--- src/hdl/dq_pkg.sv ---
// ----------------------------------------------------------------------------
// dq_pkg
// Shared sizes, operation and status codes, and the result bundle of the
// double-ended queue.
// ----------------------------------------------------------------------------
package dq_pkg;

  // Store geometry
  localparam int CAPACITY = 1024;
  localparam int ADDR_W   = (CAPACITY > 1) ? $clog2(CAPACITY) : 1;
  localparam int CNT_W    = $clog2(CAPACITY + 1);

  // Field widths
  localparam int OP_W     = 3;
  localparam int DATA_W   = 32;
  localparam int STATUS_W = 2;
  localparam int SIZE_W   = 11;

  // Operation codes; the unused codes behave as a query
  localparam logic [OP_W-1:0] OP_PUSH_FRONT = 3'd0;
  localparam logic [OP_W-1:0] OP_PUSH_BACK  = 3'd1;
  localparam logic [OP_W-1:0] OP_POP_FRONT  = 3'd2;
  localparam logic [OP_W-1:0] OP_POP_BACK   = 3'd3;
  localparam logic [OP_W-1:0] OP_QUERY      = 3'd4;

  // Status codes
  localparam logic [STATUS_W-1:0] ST_OK        = 2'd0;
  localparam logic [STATUS_W-1:0] ST_POP_EMPTY = 2'd1;
  localparam logic [STATUS_W-1:0] ST_PUSH_FULL = 2'd2;

  // One result item as it travels from the controller to the output stage
  typedef struct packed {
    logic [STATUS_W-1:0]      status;
    logic signed [DATA_W-1:0] front_value;
    logic                     is_empty;
    logic [SIZE_W-1:0]        size;
  } dq_res_t;

endpackage

--- src/hdl/dq_req_if.sv ---
// ----------------------------------------------------------------------------
// dq_req_if
// Request channel: one operation code and one value per transfer.
// ----------------------------------------------------------------------------
interface dq_req_if;

  logic                              valid;
  logic                              ready;
  logic [dq_pkg::OP_W-1:0]           op;
  logic signed [dq_pkg::DATA_W-1:0]  value;

  modport source (output valid, output op, output value, input ready);
  modport sink   (input valid, input op, input value, output ready);

endinterface

--- src/hdl/dq_ctrl.sv ---
// ----------------------------------------------------------------------------
// dq_ctrl
// Pointer and count keeper of the double-ended queue. Holds the front index,
// the element count and a copy of the front element, writes pushed values
// into the element RAM and reads the new front element after a front pop.
// ----------------------------------------------------------------------------
module dq_ctrl (
  input  logic                          clk,
  input  logic                          rst,
  dq_req_if.sink                        req,
  input  logic                          out_free,
  output logic                          res_valid,
  output dq_pkg::dq_res_t               res,
  output logic                          ram_we,
  output logic [dq_pkg::ADDR_W-1:0]     ram_waddr,
  output logic [dq_pkg::DATA_W-1:0]     ram_wdata,
  output logic                          ram_re,
  output logic [dq_pkg::ADDR_W-1:0]     ram_raddr,
  input  logic [dq_pkg::DATA_W-1:0]     ram_rdata
);

  typedef enum logic [1:0] {
    S_IDLE = 2'b01,
    S_READ = 2'b10
  } state_t;

  state_t                          state;
  state_t                          state_next;
  logic [dq_pkg::ADDR_W-1:0]       front_idx;
  logic [dq_pkg::ADDR_W-1:0]       front_idx_next;
  logic [dq_pkg::CNT_W-1:0]        count;
  logic [dq_pkg::CNT_W-1:0]        count_next;
  logic signed [dq_pkg::DATA_W-1:0] front_val;
  logic signed [dq_pkg::DATA_W-1:0] front_val_next;

  logic                            accept;
  logic                            full;
  logic                            empty;
  logic [dq_pkg::ADDR_W-1:0]       idx_prev;
  logic [dq_pkg::ADDR_W-1:0]       idx_inc;
  logic [dq_pkg::CNT_W:0]          back_sum;
  logic [dq_pkg::CNT_W:0]          back_wrap;
  logic [dq_pkg::ADDR_W-1:0]       back_pos;
  logic [dq_pkg::STATUS_W-1:0]     status;
  logic                            need_read;

  assign req.ready = (state == S_IDLE) && out_free;
  assign accept    = req.valid && req.ready;
  assign full      = (count == dq_pkg::CNT_W'(dq_pkg::CAPACITY));
  assign empty     = (count == '0);

  // Ring neighbors of the front and the slot behind the last element
  assign idx_prev  = (front_idx == '0) ? dq_pkg::ADDR_W'(dq_pkg::CAPACITY - 1)
                                       : front_idx - 1'b1;
  assign idx_inc   = (front_idx == dq_pkg::ADDR_W'(dq_pkg::CAPACITY - 1)) ? '0
                                                                           : front_idx + 1'b1;
  assign back_sum  = (dq_pkg::CNT_W + 1)'(front_idx) + (dq_pkg::CNT_W + 1)'(count);
  assign back_wrap = back_sum - (dq_pkg::CNT_W + 1)'(dq_pkg::CAPACITY);
  assign back_pos  = (back_sum >= (dq_pkg::CNT_W + 1)'(dq_pkg::CAPACITY))
                     ? back_wrap[dq_pkg::ADDR_W-1:0] : back_sum[dq_pkg::ADDR_W-1:0];

  // Decode one accepted operation
  always_comb begin
    front_idx_next = front_idx;
    count_next     = count;
    front_val_next = front_val;
    status         = dq_pkg::ST_OK;
    need_read      = 1'b0;
    ram_we         = 1'b0;
    ram_waddr      = front_idx;
    ram_wdata      = req.value;
    ram_re         = 1'b0;
    ram_raddr      = idx_inc;
    if (accept) begin
      unique case (req.op)
        dq_pkg::OP_PUSH_FRONT: begin
          if (full) begin
            status = dq_pkg::ST_PUSH_FULL;
          end else begin
            front_idx_next = idx_prev;
            count_next     = count + 1'b1;
            front_val_next = req.value;
            ram_we         = 1'b1;
            ram_waddr      = idx_prev;
          end
        end
        dq_pkg::OP_PUSH_BACK: begin
          if (full) begin
            status = dq_pkg::ST_PUSH_FULL;
          end else begin
            count_next = count + 1'b1;
            ram_we     = 1'b1;
            ram_waddr  = back_pos;
            if (empty) begin
              front_val_next = req.value;
            end
          end
        end
        dq_pkg::OP_POP_FRONT: begin
          if (empty) begin
            status = dq_pkg::ST_POP_EMPTY;
          end else begin
            front_idx_next = idx_inc;
            count_next     = count - 1'b1;
            // Fetch the new front element unless the queue drains
            if (count != dq_pkg::CNT_W'(1)) begin
              need_read = 1'b1;
              ram_re    = 1'b1;
            end
          end
        end
        dq_pkg::OP_POP_BACK: begin
          if (empty) begin
            status = dq_pkg::ST_POP_EMPTY;
          end else begin
            count_next = count - 1'b1;
          end
        end
        default: begin
          // query and unused codes leave the state alone
        end
      endcase
    end
    // The fetched front element lands in the cycle after the read
    if (state == S_READ) begin
      front_val_next = ram_rdata;
    end
  end

  // Sequence a front pop through the RAM read
  always_comb begin
    state_next = state;
    unique case (state)
      S_IDLE: begin
        if (need_read) begin
          state_next = S_READ;
        end
      end
      S_READ: begin
        state_next = S_IDLE;
      end
      default: begin
        state_next = S_IDLE;
      end
    endcase
  end

  // Build the result: at once for most operations, after the read otherwise
  always_comb begin
    res.status      = status;
    res.front_value = (count_next == '0) ? '0 : front_val_next;
    res.is_empty    = (count_next == '0);
    res.size        = dq_pkg::SIZE_W'(count_next);
    res_valid       = (accept && !need_read) || (state == S_READ);
  end

  // Control state
  always_ff @(posedge clk) begin
    if (rst) begin
      state     <= S_IDLE;
      front_idx <= '0;
      count     <= '0;
    end else begin
      state     <= state_next;
      front_idx <= front_idx_next;
      count     <= count_next;
    end
  end

  // Front element copy
  always_ff @(posedge clk) begin
    front_val <= front_val_next;
  end

  // Count never passes the store size
  assert property (@(posedge clk) disable iff (rst)
    count <= dq_pkg::CNT_W'(dq_pkg::CAPACITY))
    else $error("element count above capacity");

  // A push that fits grows the count by one
  assert property (@(posedge clk) disable iff (rst)
    accept && !full && (req.op == dq_pkg::OP_PUSH_FRONT || req.op == dq_pkg::OP_PUSH_BACK)
    |=> count == $past(count) + 1'b1)
    else $error("push did not grow the count");

  // A front pop that leaves elements goes through the read state
  assert property (@(posedge clk) disable iff (rst)
    accept && req.op == dq_pkg::OP_POP_FRONT && count > dq_pkg::CNT_W'(1)
    |=> state == S_READ && res_valid)
    else $error("front pop skipped the RAM read");

  // The RAM is never written and read in the same cycle
  assert property (@(posedge clk) disable iff (rst)
    !(ram_we && ram_re))
    else $error("RAM write and read collide");

  // No result is produced while the output stage is occupied
  assert property (@(posedge clk) disable iff (rst)
    res_valid |-> out_free)
    else $error("result produced into a full output stage");

endmodule

--- src/flat_wrapper.sv ---
// flat-port wrapper written by rule: the top's interface ports become plain ports
module dq_ctrl_flat 
  (clk, rst, out_free, res_valid, res, ram_we, ram_waddr, ram_wdata, ram_re, ram_raddr, ram_rdata, req_valid, req_op, req_value, req_ready);
  dq_req_if req_i ();
  input  logic clk;
  input  logic rst;
  input  logic out_free;
  output logic res_valid;
  output dq_pkg::dq_res_t res;
  output logic ram_we;
  output logic [dq_pkg::ADDR_W-1:0] ram_waddr;
  output logic [dq_pkg::DATA_W-1:0] ram_wdata;
  output logic ram_re;
  output logic [dq_pkg::ADDR_W-1:0] ram_raddr;
  input  logic [dq_pkg::DATA_W-1:0] ram_rdata;
  input wire logic [$bits(req_i.valid)-1:0] req_valid;
  input wire logic [$bits(req_i.op)-1:0] req_op;
  input wire logic [$bits(req_i.value)-1:0] req_value;
  output wire logic [$bits(req_i.ready)-1:0] req_ready;
  assign req_i.valid = req_valid;
  assign req_i.op = req_op;
  assign req_i.value = req_value;
  assign req_ready = req_i.ready;
  dq_ctrl u_core (.clk(clk), .rst(rst), .req(req_i), .out_free(out_free), .res_valid(res_valid), .res(res), .ram_we(ram_we), .ram_waddr(ram_waddr), .ram_wdata(ram_wdata), .ram_re(ram_re), .ram_raddr(ram_raddr), .ram_rdata(ram_rdata));
endmodule
--- config.mk ---
export PLATFORM = sky130hd
export DESIGN_NAME = dq_ctrl_flat
export DESIGN_NICKNAME = d
export VERILOG_FILES = /design/src/hdl/dq_pkg.sv /design/src/hdl/dq_req_if.sv /design/src/hdl/dq_ctrl.sv /design/src/flat_wrapper.sv
export SDC_FILE = /design/constraint.sdc
export NUM_CORES = 1
export LEC_CHECK = 0
export ABC_CLOCK_PERIOD_IN_PS = 4600
export BUFFER_PORTS_ARGS = -buffer_cell sky130_fd_sc_hd__buf_2
export CORE_ASPECT_RATIO = 1.4
export CORE_MARGIN = 1
export CORE_UTILIZATION = 51
export CTS_CLUSTER_SIZE = 25
export DETAILED_ROUTE_END_ITERATION = 7
export PLACE_DENSITY = 0.86
export SLEW_MARGIN = 10
export SYNTH_ARGS = -nofsm -noshare
export SYNTH_HDL_FRONTEND = slang
export SYNTH_SLANG_ARGS = --single-unit
--- constraint.sdc ---
create_clock -name clk -period 4.6 [get_ports clk]
set_input_delay 0.69 -clock clk [delete_from_list [all_inputs] [get_ports clk]]
set_output_delay 0.69 -clock clk [all_outputs]
set_load 0.02 [all_outputs]
---- Word level (Yosys, flattened, before mapping) ----
Index checks and enable logic that the tools add are counted.
cells by class
  $add $sub $neg .......................... 6
  magnitude comparators ................... 1
  reductions and logical operators ........ 14
  bitwise operators ....................... 1
  mux-type cells .......................... 31
  eq/ne operators ......................... 9
operators by type and width
  kind                   number
  $mux 32                6
  $mux 10                7
  $pmux 32 s2            1
  $pmux 10 s2            2
  $mux 11                3
  $logic_not 11->1       2
  $pmux 11 s2            1
  $sub 10x1->10 const B  2
  $add 10x11->12         1
  $ge 12x11->1 const B   1
  $add 11x1->11 const B  1
  $eq 11x11->1 const B   1
  $ne 11x1->1 const B    1
  $sub 11x1->11 const B  1
  $add 10x1->10 const B  1
  $eq 10x10->1 const B   1
  $logic_not 10->1       1
  $mux 1                 8
  $eq 3x2->1 const B     2
  $reduce_or 2->1        3
  $mux 2                 2
  $pmux 2 s2             1
  $eq 3x1->1 const B     1
  $logic_and 1x1->1      3
  other kinds (9)        9
word-level totals
  output and inout port bits .............. 102
  register bits ........................... 55
  input port bits ......................... 71
  logic and storage cells ................. 66

---- Depth between registers and ports, before layout ----
Gate-level depths: netlist of the first run.
  depth in word-level cells ............... 8
  depth in mapped cells ................... 11
  depth with buffers taken out ............ 10

---- Worst setup path after synthesis of the first run ----
Ideal clock, no wire load.
  path type ............................... input to output
  start ................................... input req_op[2]
  end ..................................... output res[34] (netlist name)
  stages .................................. 11
  buffers on the path ..................... 3
  setup slack ............................. 715 ps
  data required time ...................... 3910 ps
  arrival ................................. 3195 ps
  path through ............................ clkbuf_1 or2_1 clkbuf_1 nor2_1 nand2_1 inv_2 o21ai_0 a41oi_1 nor4_4 buf_6 nor2b_2
RTL lines
  element             line                RTL
  start: declaration  flat_wrapper.sv:17  input wire logic [$bits(req_i.op)-1:0] req_op;
  end: declaration    flat_wrapper.sv:9   output dq_pkg::dq_res_t res;

==> metrics.md, run 1 <==
| Metric | Value |
|---|---|
| Drt via density | 6.246 |
| Avg Cell Area, Syn | 7.289 sq um |
| Asr flop ratio synth | 0% |
| Register area share after synthesis | 23.49% |
| Die area | 0.009583 sq mm |
| Cells after Synth | 643 |
| Layout cells sized above 1 | 31.88% |
| Core area | 0.008977 sq mm |
| CTS tree | done |
| Global-route usage over all layers | 32.08% |
| Tmin final | 4425 ps |
| Final wirelength | 15590 microns |
| First-pass GRT wire length | 24550 microns |
| Worst clock skew | 2.290 ps |
| Worst EP arrival | 3740 ps |
| Synth-to-layout area growth | 17.81% |
| Leak pwr | 2.501 nW |
| # hold bufs at CTS | 0 |
| Yosys cell types | 64 |
| Tcrit/Tclk final | 96.20% |
| Worst setup SP type | flop |
| Worst Hold Class | flop to flop |
| Syn. warnings | 0 |
| Buffers on Ports | 172 |
| CP max-delay cell | or3b_2 |
| Routability congestion estimate | 1.019 |
| EDFF count, synth | 0 |
| WL/cell | 18.00 microns |
| Final net count | 845 |
| RSZ-0062 raised after global routing | false |
| Initial Util | 52.21% |
| First-pass detailed-route iteration total | 7 |
| Number of global-route vias before repair | 5039 |
| Antenna-violating nets left | 0 |
| FF+latch area | 0.001101 sq mm |
| # rows | 41 |
| Filler cells | 808 |
| Max Fclk | 0.2260 GHz |
| Largest net degree at the start of global routing | 37 |
| # setup viols final | 0 |
| Slew headroom | 31.09% |
| CTS HTree Levels | 2 |
| Post-CTS setup buffers | 0 |
| Gr ovfl total | 0 |
| Via count | 5409 |
| Die height | 115.4 microns |
| Power Density | 364.1 mW/mm^2 |
| Setup TNS | 0 ps |
| Max clock buf depth | 2 |
| Clock Sinks | 55 |
| Clk_lat worst skew | 300 ps |
| IO Pins | 173 |
| Die W | 83.02 microns |
| Synth Cell Area | 0.004687 sq mm |
| Critical Path Max Stage Delay | 510 ps |
| Clock slew at reported path FFs | 70 ps |
| Fin. max-slew vios | 0 |
| Total chip power | 2.011 mW |
| Hold Vio Cnt, Final | 0 |
| Worst-Margin Slew | 1034 ps |
| Most common cell after layout, fill and taps aside | buf_2 |
| Final HPWL DP | 11850 microns |
| DRC violations left | 0 |
| Antenna violations before repair | 0 |
| Status | completed |
| Num CTS Buffers | 5 |
| CP Max Fanout | 26 |
| Initial DRC count | 416 |
| Commonest non-fill, non-tap cells in the layout | 172 x buf_2, 65 x nand2_1, 55 x dfxtp_1 |
| #FFs+latches synth | 55 |
| Placed Cells | 858 |
| Root Driver | clkbuf_16 |
| N_diodes | 0 |
| WP data required | 3910 ps |
| Max-cap check violation count | 0 |
| Most frequently used flop master after synthesis | dfxtp_1 |
| Critical Path Sink Type | primary output |
| Critical path class | flop to primary output |
| Crit path cell chain | inv_1, ha_1, or3b_2, or4_1, o32ai_1, xnor2_1, or4b_4, nor4_4, buf_12, nor2b_2, buf_2 |
| Area of the multi-input gates | 0.003047 sq mm |
| Post-route insts no fill | 866 |
| Post-synth net total | 730 |
| Worst vdd ir | 292.0 uV |
==> layout make-up <==
class	count	area share [%]
Timing Repair Buffer	188	17.99
Inverter	28	1.903
Clock buffer	6	2.334
Sequential cell	55	19.94
Clock inverter	2	0.2266
Multi-Input combinational cell	480	55.18
Tap cell	107	2.425
==> flip-flops by register name, indices dropped and copies added, names as in the netlist <==
signal	count
u_core.front_val	32
u_core.count	11
u_core.front_idx	10
u_core.state	2
==> what timing repair did <==
item	in CTS	in global routing
endpoints found under the hold margin	0	0
resized for setup	0	1
endpoints found under the setup margin	0	12
==> per-layer routing <==
| metal | up-vias | routed length (microns) | GRT usage, % |
|---|---|---|---|
| met3 | 62 | 1188 | 4.843 |
| met5 | - | 0 | 0 |
| met4 | 0 | 760 | 19.43 |
| met1 | 2486 | 5943 | 35.76 |
| met2 | 344 | 7696 | 57.92 |
| li1 | 2517 | - | - |
==> synthesized netlist by cell type, types with 3 or more instances <==
cell type  number  share of area (%)
a21oi_1        30                3.2
or3_1           5               0.67
a31o_2          4               0.75
o41ai_1         4               0.75
nor2_1         47                3.8
a31oi_1         7               0.93
nor2b_1        10                1.3
nand2_1        65                5.2
or4_1           4               0.64
a211oi_1        9                1.4
ha_1           15                4.0
a41oi_1         3               0.56
nand2b_1        5               0.67
a21o_1          4               0.64
nor2b_2        28                5.2
mux2i_1         5                1.1
xor2_1          6                1.1
o21ai_0        52                5.6
o311ai_0       22                4.1
nor4_1          6               0.80
and4_1          4               0.75
xnor2_1        16                3.0
o311ai_1        9                1.7
nand3_1        53                5.7
a211o_1         3               0.56
and3_1          3               0.40
clkbuf_1       42                3.4
buf_4          33                5.3
inv_1          27                2.2
buf_6           4               0.96
nand4_1         5               0.67
dfxtp_1        55                 23
nor3_1         17                1.8
==> critical path, delay by kind of cell (launching register included) <==
family                   cells  cell delay, ps
AO/OA/AOI/OAI                1             170
XOR/XNOR                     1             200
adder cells (fa/ha/maj)      1             270
buffers and inverters        3             620
flip-flops                   1             380
AND/OR/NAND/NOR              5            1780
==> per-stage QoR <==
stage	util, %	hold slack, ps	area (sq um)	worst slack, ps
after floorplan	-	468.2	4687	715.0
after global placement	59.92	477.1	5379	576.5
after detailed placement	59.92	493.5	5379	514.9
after CTS	61.49	503.9	5520	194.9
after global routing	61.51	529.8	5522	3.397
final	61.51	501.3	5522	175.0
==> final timing paths <==
check,from,to,slack [ps],cells after the start
max,u_core.count[1],res[37],170,11
min,u_core.front_val[3],u_core.front_val[3],500,2
max reg2reg,u_core.count[1],u_core.front_val[30],1560,9
min reg2reg,u_core.front_val[3],u_core.front_val[3],500,2
==> cells by family (layout without fill, tap and decap cells) <==
kind of cell	count (synthesis)	after routing	synth area share, %
AOI/OAI and AO/OA	165	165	23.39
xor gates and xnor gates	22	22	4.111
adders and majority gates	16	16	4.431
buffers and inverters	108	224	11.96
DFF	55	55	23.49
muxes	5	5	1.068
and+or+nand+nor	272	272	31.55
==> report_power, final <==
group	total [mW]	internal, mW	switching, mW
logic	0.988	0.378	0.610
clock network	0.384	0.202	0.182
registers	0.639	0.588	0.0508
total	2.01	1.17	0.843
Note: power is estimated with default switching activity, not from simulation.
==> run 2, diff against run 1 <==
CORE_MARGIN = 4   (was 1)
==> metrics.md, run 2 (synthesized netlist as in run 1, its figures left out) <==
| Metric | Value |
|---|---|
| Status | completed |
| Worst Hold Class | flop to flop |
| Setup TNS | 0 ps (unchanged) |
| Worst-Margin Slew | 1074 ps (+40.62 ps) |
| WL/cell | 18.86 microns (+4.8%) |
| Max Fclk | 0.2222 GHz (-1.7%) |
| CP Max Fanout | 14 (-46%) |
| CTS HTree Levels | 2 (unchanged) |
| Global-route usage over all layers | 29.13% (-3.0 points) |
| Number of global-route vias before repair | 5196 (+3.1%) |
| Clk_lat worst skew | 300 ps (about the same) |
| Root Driver | clkbuf_16 |
| Leak pwr | 2.515 nW (+0.56%) |
| Final wirelength | 16350 microns (+4.9%) |
| # setup viols final | 0 (unchanged) |
| IO Pins | 173 (unchanged) |
| Core area | 0.008977 sq mm (unchanged) |
| Total chip power | 2.031 mW (+1.0%) |
| Worst clock skew | 6.607 ps (+4.316 ps) |
| Power Density | 366.0 mW/mm^2 (+0.50%) |
| Synth-to-layout area growth | 18.42% |
| Antenna violations before repair | 0 (unchanged) |
| Largest register FFs | 32 (unchanged) |
| Num CTS Buffers | 5 (unchanged) |
| Slew headroom | 28.38% (-2.7 points) |
| N_diodes | 0 (unchanged) |
| Die height | 121.4 microns (+5.2%) |
| Die W | 89.02 microns (+7.2%) |
| # rows | 41 (unchanged) |
| First-pass GRT wire length | 25040 microns (+2.0%) |
| Tcrit/Tclk final | 97.83% (+1.6 points) |
| Largest net degree at the start of global routing | 57 (+54%) |
| Cell area after layout | 0.005550 sq mm (+0.52%) |
| CTS tree | done |
| Hold Worst Slack | 492.8 ps (-8.561 ps) |
| Critical Path Sink Type | primary output |
| Hold Vio Cnt, Final | 0 (unchanged) |
| Clock slew at reported path FFs | 70 ps (about the same) |
| Critical path class | flop to primary output |
| Layout cells sized above 1 | 32.11% (+0.22 points) |
| Top flop regs | u_core.front_val x32, u_core.count x11, u_core.front_idx x10 |
| Final HPWL DP | 12220 microns (+3.1%) |
| Routability congestion estimate | 0.9958 (-2.3%) |
| Via count | 5498 (+1.6%) |
| Antenna-violating nets left | 0 (unchanged) |
| Clock Sinks | 55 (unchanged) |
| Drt via density | 6.341 (+1.5%) |
| Max clock buf depth | 2 (unchanged) |
| Largest reg by FF count | u_core.front_val |
| First-pass detailed-route iteration total | 5 (-2) |
| Filler cells | 832 (+3.0%) |
| Area of the multi-input gates | 0.003043 sq mm (-0.12%) |
| Max Used Layer | met4 |
| WP data required | 3910 ps (about the same) |
| Initial DRC count | 643 (+55%) |
| Fin. max-slew vios | 0 (unchanged) |
| Dpl ws | 428.9 ps (-85.96 ps) |
| Die area | 0.01081 sq mm (+13%) |
| Tmin final | 4500 ps (+75.34 ps) |
| Final net count | 846 (+0.12%) |
| Initial Util | 52.21% (unchanged) |
| # hold bufs at CTS | 0 (unchanged) |
| FF+latch area | 0.001101 sq mm (unchanged) |
| Buffers on Ports | 172 (unchanged) |
| Gr ovfl total | 0 (unchanged) |
| Most common cell after layout, fill and taps aside | buf_2 |
| Met2 routed WL | 7935 microns (+3.1%) |
| Cell Area, Placed | 0.005351 sq mm (-0.51%) |
| Worst EP arrival | 3810 ps (+70 ps) |
| Wire length on met1 | 6074 microns (+2.2%) |
| DRC violations left | 0 (unchanged) |
| Setup WS post-layout | 99.62 ps (-75.34 ps) |
| Commonest non-fill, non-tap cells in the layout | 172 x buf_2, 65 x nand2_1, 55 x dfxtp_1 |
| Met3 WL post-DR | 1727 microns (+45%) |
| Worst setup SP type | flop |
| Worst vdd ir | 265.2 uV (-9.2%) |
| Max-cap check violation count | 0 (unchanged) |
## run 2: through the flow
stage / std cells / utilization (%)
floorplan: 643 / -
global placement: 855 / 59.61
detailed placement: 855 / 59.61
CTS: 863 / 61.18
global route: 867 / 61.83
finish: 867 / 61.83
## run 2: worst paths after layout
check / endpoint / slack [ps] / startpoint / cells past startpoint
worst max-delay path: res[20] / 100 / u_core.count[1] / 12
worst min-delay path: u_core.front_val[5] / 490 / u_core.front_val[5] / 2
worst max register to register: u_core.front_val[30] / 1630 / u_core.count[1] / 10
worst min register to register: u_core.front_val[5] / 490 / u_core.front_val[5] / 2
## run 2: critical path: stages (launching register included)
cell,delay (ps)
dfxtp_1,400
inv_2,160
ha_1,200
nor4b_1,470
a31oi_1,380
a32oi_1,330
a21boi_1,130
or4b_4,560
nor4_4,260
buf_4,210
clkbuf_16,200
nor2b_2,50
buf_2,150
## run 2: area by class of cell
class,count,share of cell area [%]
Clock buffer,6,2.322
Clock inverter,2,0.2254
Inverter,28,1.894
Multi-Input combinational cell,480,54.82
Sequential cell,55,19.84
Tap cell,107,2.412
Timing Repair Buffer,189,18.49
## run 2: where the power goes
part           internal, mW  leakage (nW)  switching (mW)
clock                 0.202        0.0669           0.187
combinational         0.391          1.99           0.615
sequential            0.588         0.456          0.0490
total                  1.18          2.51           0.851
## run 2: routing by layer
layer / vias up / GRT usage (%)
met1: 2542 / 35.85
met5: - / 0
met2: 374 / 49.16
met3: 67 / 4.823
li1: 2515 / -
met4: 0 / 12.38
## run 2: repair_timing
| action | in CTS | in global routing |
|---|---|---|
| buffers inserted | 0 | 2 |
| resized for setup | 0 | 3 |
| setup endpoints to repair | 0 | 33 |
==> run 3, diff against run 2 <==
--- a/config.mk
+++ b/config.mk
@@ -9,2 +9,3 @@
 export BUFFER_PORTS_ARGS = -buffer_cell sky130_fd_sc_hd__buf_2
+export CAP_MARGIN = 10
 export CORE_ASPECT_RATIO = 1.4
==> constraint.sdc (replaced) <==
create_clock -name clk -period 4.6 [get_ports clk]
set_input_delay 0.46 -clock clk [delete_from_list [all_inputs] [get_ports clk]]
set_output_delay 0.46 -clock clk [all_outputs]
set_load 0.02 [all_outputs]
==> metrics.md, run 3 (synthesized netlist as in run 1, its figures left out) <==
| Metric | Value |
|---|---|
| Status | completed |
| Final HPWL DP | 11950 microns (-2.2%) |
| Worst R2R Path Depth | 8 (-2) |
| Tcrit/Tclk final | 92.27% (-5.6 points) |
| Largest net degree at the start of global routing | 37 (-35%) |
| Worst EP arrival | 3780 ps (-30 ps) |
| P_int | 1.167 mW (-1.1%) |
| WP data required | 4140 ps (+230 ps) |
| Reg-to-reg startpoint | u_core.count[1] |
| Largest reg by FF count | u_core.front_val |
| Initial Util | 52.21% (unchanged) |
| # rows | 41 (unchanged) |
| Worst-Margin Slew | 1057 ps (-17.22 ps) |
| Worst Hold Class | input pin to flop |
| Global-route usage over all layers | 28.59% (-0.54 points) |
| Hold Path Stages | 3 (+1) |
| Die height | 121.4 microns (unchanged) |
| Worst setup SP type | flop |
| Critical Path Max Stage Delay | 510 ps (-50 ps) |
| Top flop regs | u_core.front_val x32, u_core.count x11, u_core.front_idx x10 |
| Final core utilization | 61.28% (-0.54 points) |
| Clock share of power | 20.0% (+0.9 points) |
| DRC violations left | 0 (unchanged) |
| Max-cap check violation count | 0 (unchanged) |
| Power Density | 364.2 mW/mm^2 (-0.49%) |
| Switching Share | 41.75% (-0.13 points) |
| Drt via density | 6.258 (-1.3%) |
| Final wirelength | 15700 microns (-4.0%) |
| CTS HTree Levels | 2 (unchanged) |
| Cell Area, Placed | 0.005334 sq mm (-0.33%) |
| CP endpoint | res[34] |
| CP Max Fanout | 28 (+14) |
| Clock Sinks | 55 (unchanged) |
| Routability congestion estimate | 0.9768 (-1.9%) |
| Most common cell after layout, fill and taps aside | buf_2 |
| IO Pins | 173 (unchanged) |
| Crit path cell chain | inv_1, ha_1, or3b_2, or4_1, o32ai_1, xnor2_1, or4b_4, nor4_4, buf_12, nor2b_2, buf_2 |
| Clk_lat worst skew | 300 ps (about the same) |
| Combinational share of power | 48.3% (-1.2 points) |
| CP max-delay cell | or3b_2 |
| Gr ovfl total | 0 (unchanged) |
| Hold Vio Cnt, Final | 0 (unchanged) |
| Cell area after layout | 0.005502 sq mm (-0.88%) |
| Crit Reg-Reg Endpoint | u_core.front_val[26] |
| # setup viols final | 0 (unchanged) |
| Antenna violations before repair | 0 (unchanged) |
| Slew headroom | 29.53% (+1.1 points) |
| Sequential group share of total power | 31.7% (+0.4 points) |
| Tmin final | 4245 ps (-255.8 ps) |
| Met2 GRT Util | 48.09% (-1.1 points) |
| Worst clock skew | 7.450 ps (+0.8433 ps) |
| Via count | 5382 (-2.1%) |
| Die area | 0.01081 sq mm (unchanged) |
| Final net count | 839 (-0.83%) |
| Antenna-violating nets left | 0 (unchanged) |
| Worst setup startpoint | u_core.count[1] |
| Met3 Use GR | 5.707% (+0.88 points) |
| Layout cells sized above 1 | 31.21% (-0.90 points) |
| Number of global-route vias before repair | 4989 (-4.0%) |
| Post-CTS setup buffers | 0 (unchanged) |
| Clock slew at reported path FFs | 80 ps (about the same) |
| Cells resized by post-CTS repair | 0 (unchanged) |
| Num CTS Buffers | 5 (unchanged) |
| Max Fclk | 0.2356 GHz (+6.0%) |
| RSZ-0062 raised after global routing | false |
| Setup TNS | 0 ps (unchanged) |
| Commonest non-fill, non-tap cells in the layout | 172 x buf_2, 65 x nand2_1, 55 x dfxtp_1 |
| Fin. max-slew vios | 0 (unchanged) |
| Die W | 89.02 microns (unchanged) |
| First-pass GRT wire length | 24520 microns (-2.1%) |
| Critical Path Sink Type | primary output |
| CTS tree | done |
| R2R setup slack | 1470 ps (-160 ps) |
| Synth-to-layout area growth | 17.38% |
| Buffers on Ports | 172 (unchanged) |
| # hold bufs at CTS | 0 (unchanged) |
| Leak pwr | 2.485 nW (-1.2%) |
| N_diodes | 0 (unchanged) |
| WL/cell | 18.25 microns (-3.2%) |
| Met1 usage | 35.44% (-0.41 points) |
| Critical path class | flop to primary output |
| GRT busiest layer | met2 |
| Largest register FFs | 32 (unchanged) |
| Core area | 0.008977 sq mm (unchanged) |
| Root Driver | clkbuf_16 |
| Switching Power | 836.6 uW (-1.7%) |
| Initial DRC count | 549 (-15%) |
| First-pass detailed-route iteration total | 7 (+2) |
| Max clock buf depth | 2 (unchanged) |
| Worst vdd ir | 248.0 uV (-6.5%) |
==> run 3: through the flow <==
step | std cells | power [mW] | hold slack (ps) | setup WS [ps]
finish | 860 | 2.004 | 377.3 | 355.4
global route | 860 | 2.117 | 385.9 | 88.71
CTS | 859 | 2.005 | 376.3 | 356.6
detailed placement | 851 | 1.602 | 493.1 | 696.9
global placement | 851 | 1.582 | 490.9 | 797.8
floorplan | 643 | 1.323 | 468.2 | 999.8
==> run 3: how the worst min path moves through the flow <==
stage	startpoint	to	slack, ps
4_1_cts	ram_rdata[9]	u_core.front_val[9]	380
3_5_place_dp	u_core.front_val[6]	u_core.front_val[6]	490
6_report	ram_rdata[9]	u_core.front_val[9]	380
5_1_grt	ram_rdata[9]	u_core.front_val[9]	390
2_1_floorplan	u_core.front_val[28]	u_core.front_val[28]	470
3_3_place_gp	u_core.front_val[3]	u_core.front_val[3]	490
==> run 3: final cells by class <==
class	instances	area (sq um)
multi-input combinational	480	3040
timing repair buffer	182	968.4
clock buffer	5	125.1
clock inverter	3	27.53
sequential	55	1101
fill	805	3476
tap	107	133.9
inverter	28	105.1
==> run 3: worst max-delay path: cells and delay by family (launching register included) <==
family | cells | cell delay, ps
fa+ha+maj | 1 | 250
flops | 1 | 380
simple gates | 5 | 1810
buf+inv | 3 | 630
xor+xnor | 1 | 220
compound gates | 1 | 160
==> run 3: layer usage <==
metal / vias to the layer above / part of all wire, %
li1: 2513 / -
met2: 333 / 50
met1: 2482 / 38
met5: - / 0
met3: 54 / 9.0
met4: 0 / 3.2
==> run 3: power groups by stage <==
stage	logic [mW]	clock network, mW	registers, mW
after global placement	0.942	0	0.640
after floorplan	0.704	0	0.620
final	0.968	0.400	0.636
after detailed placement	0.958	0	0.644
after global routing	1.05	0.427	0.644
after CTS	0.961	0.410	0.634
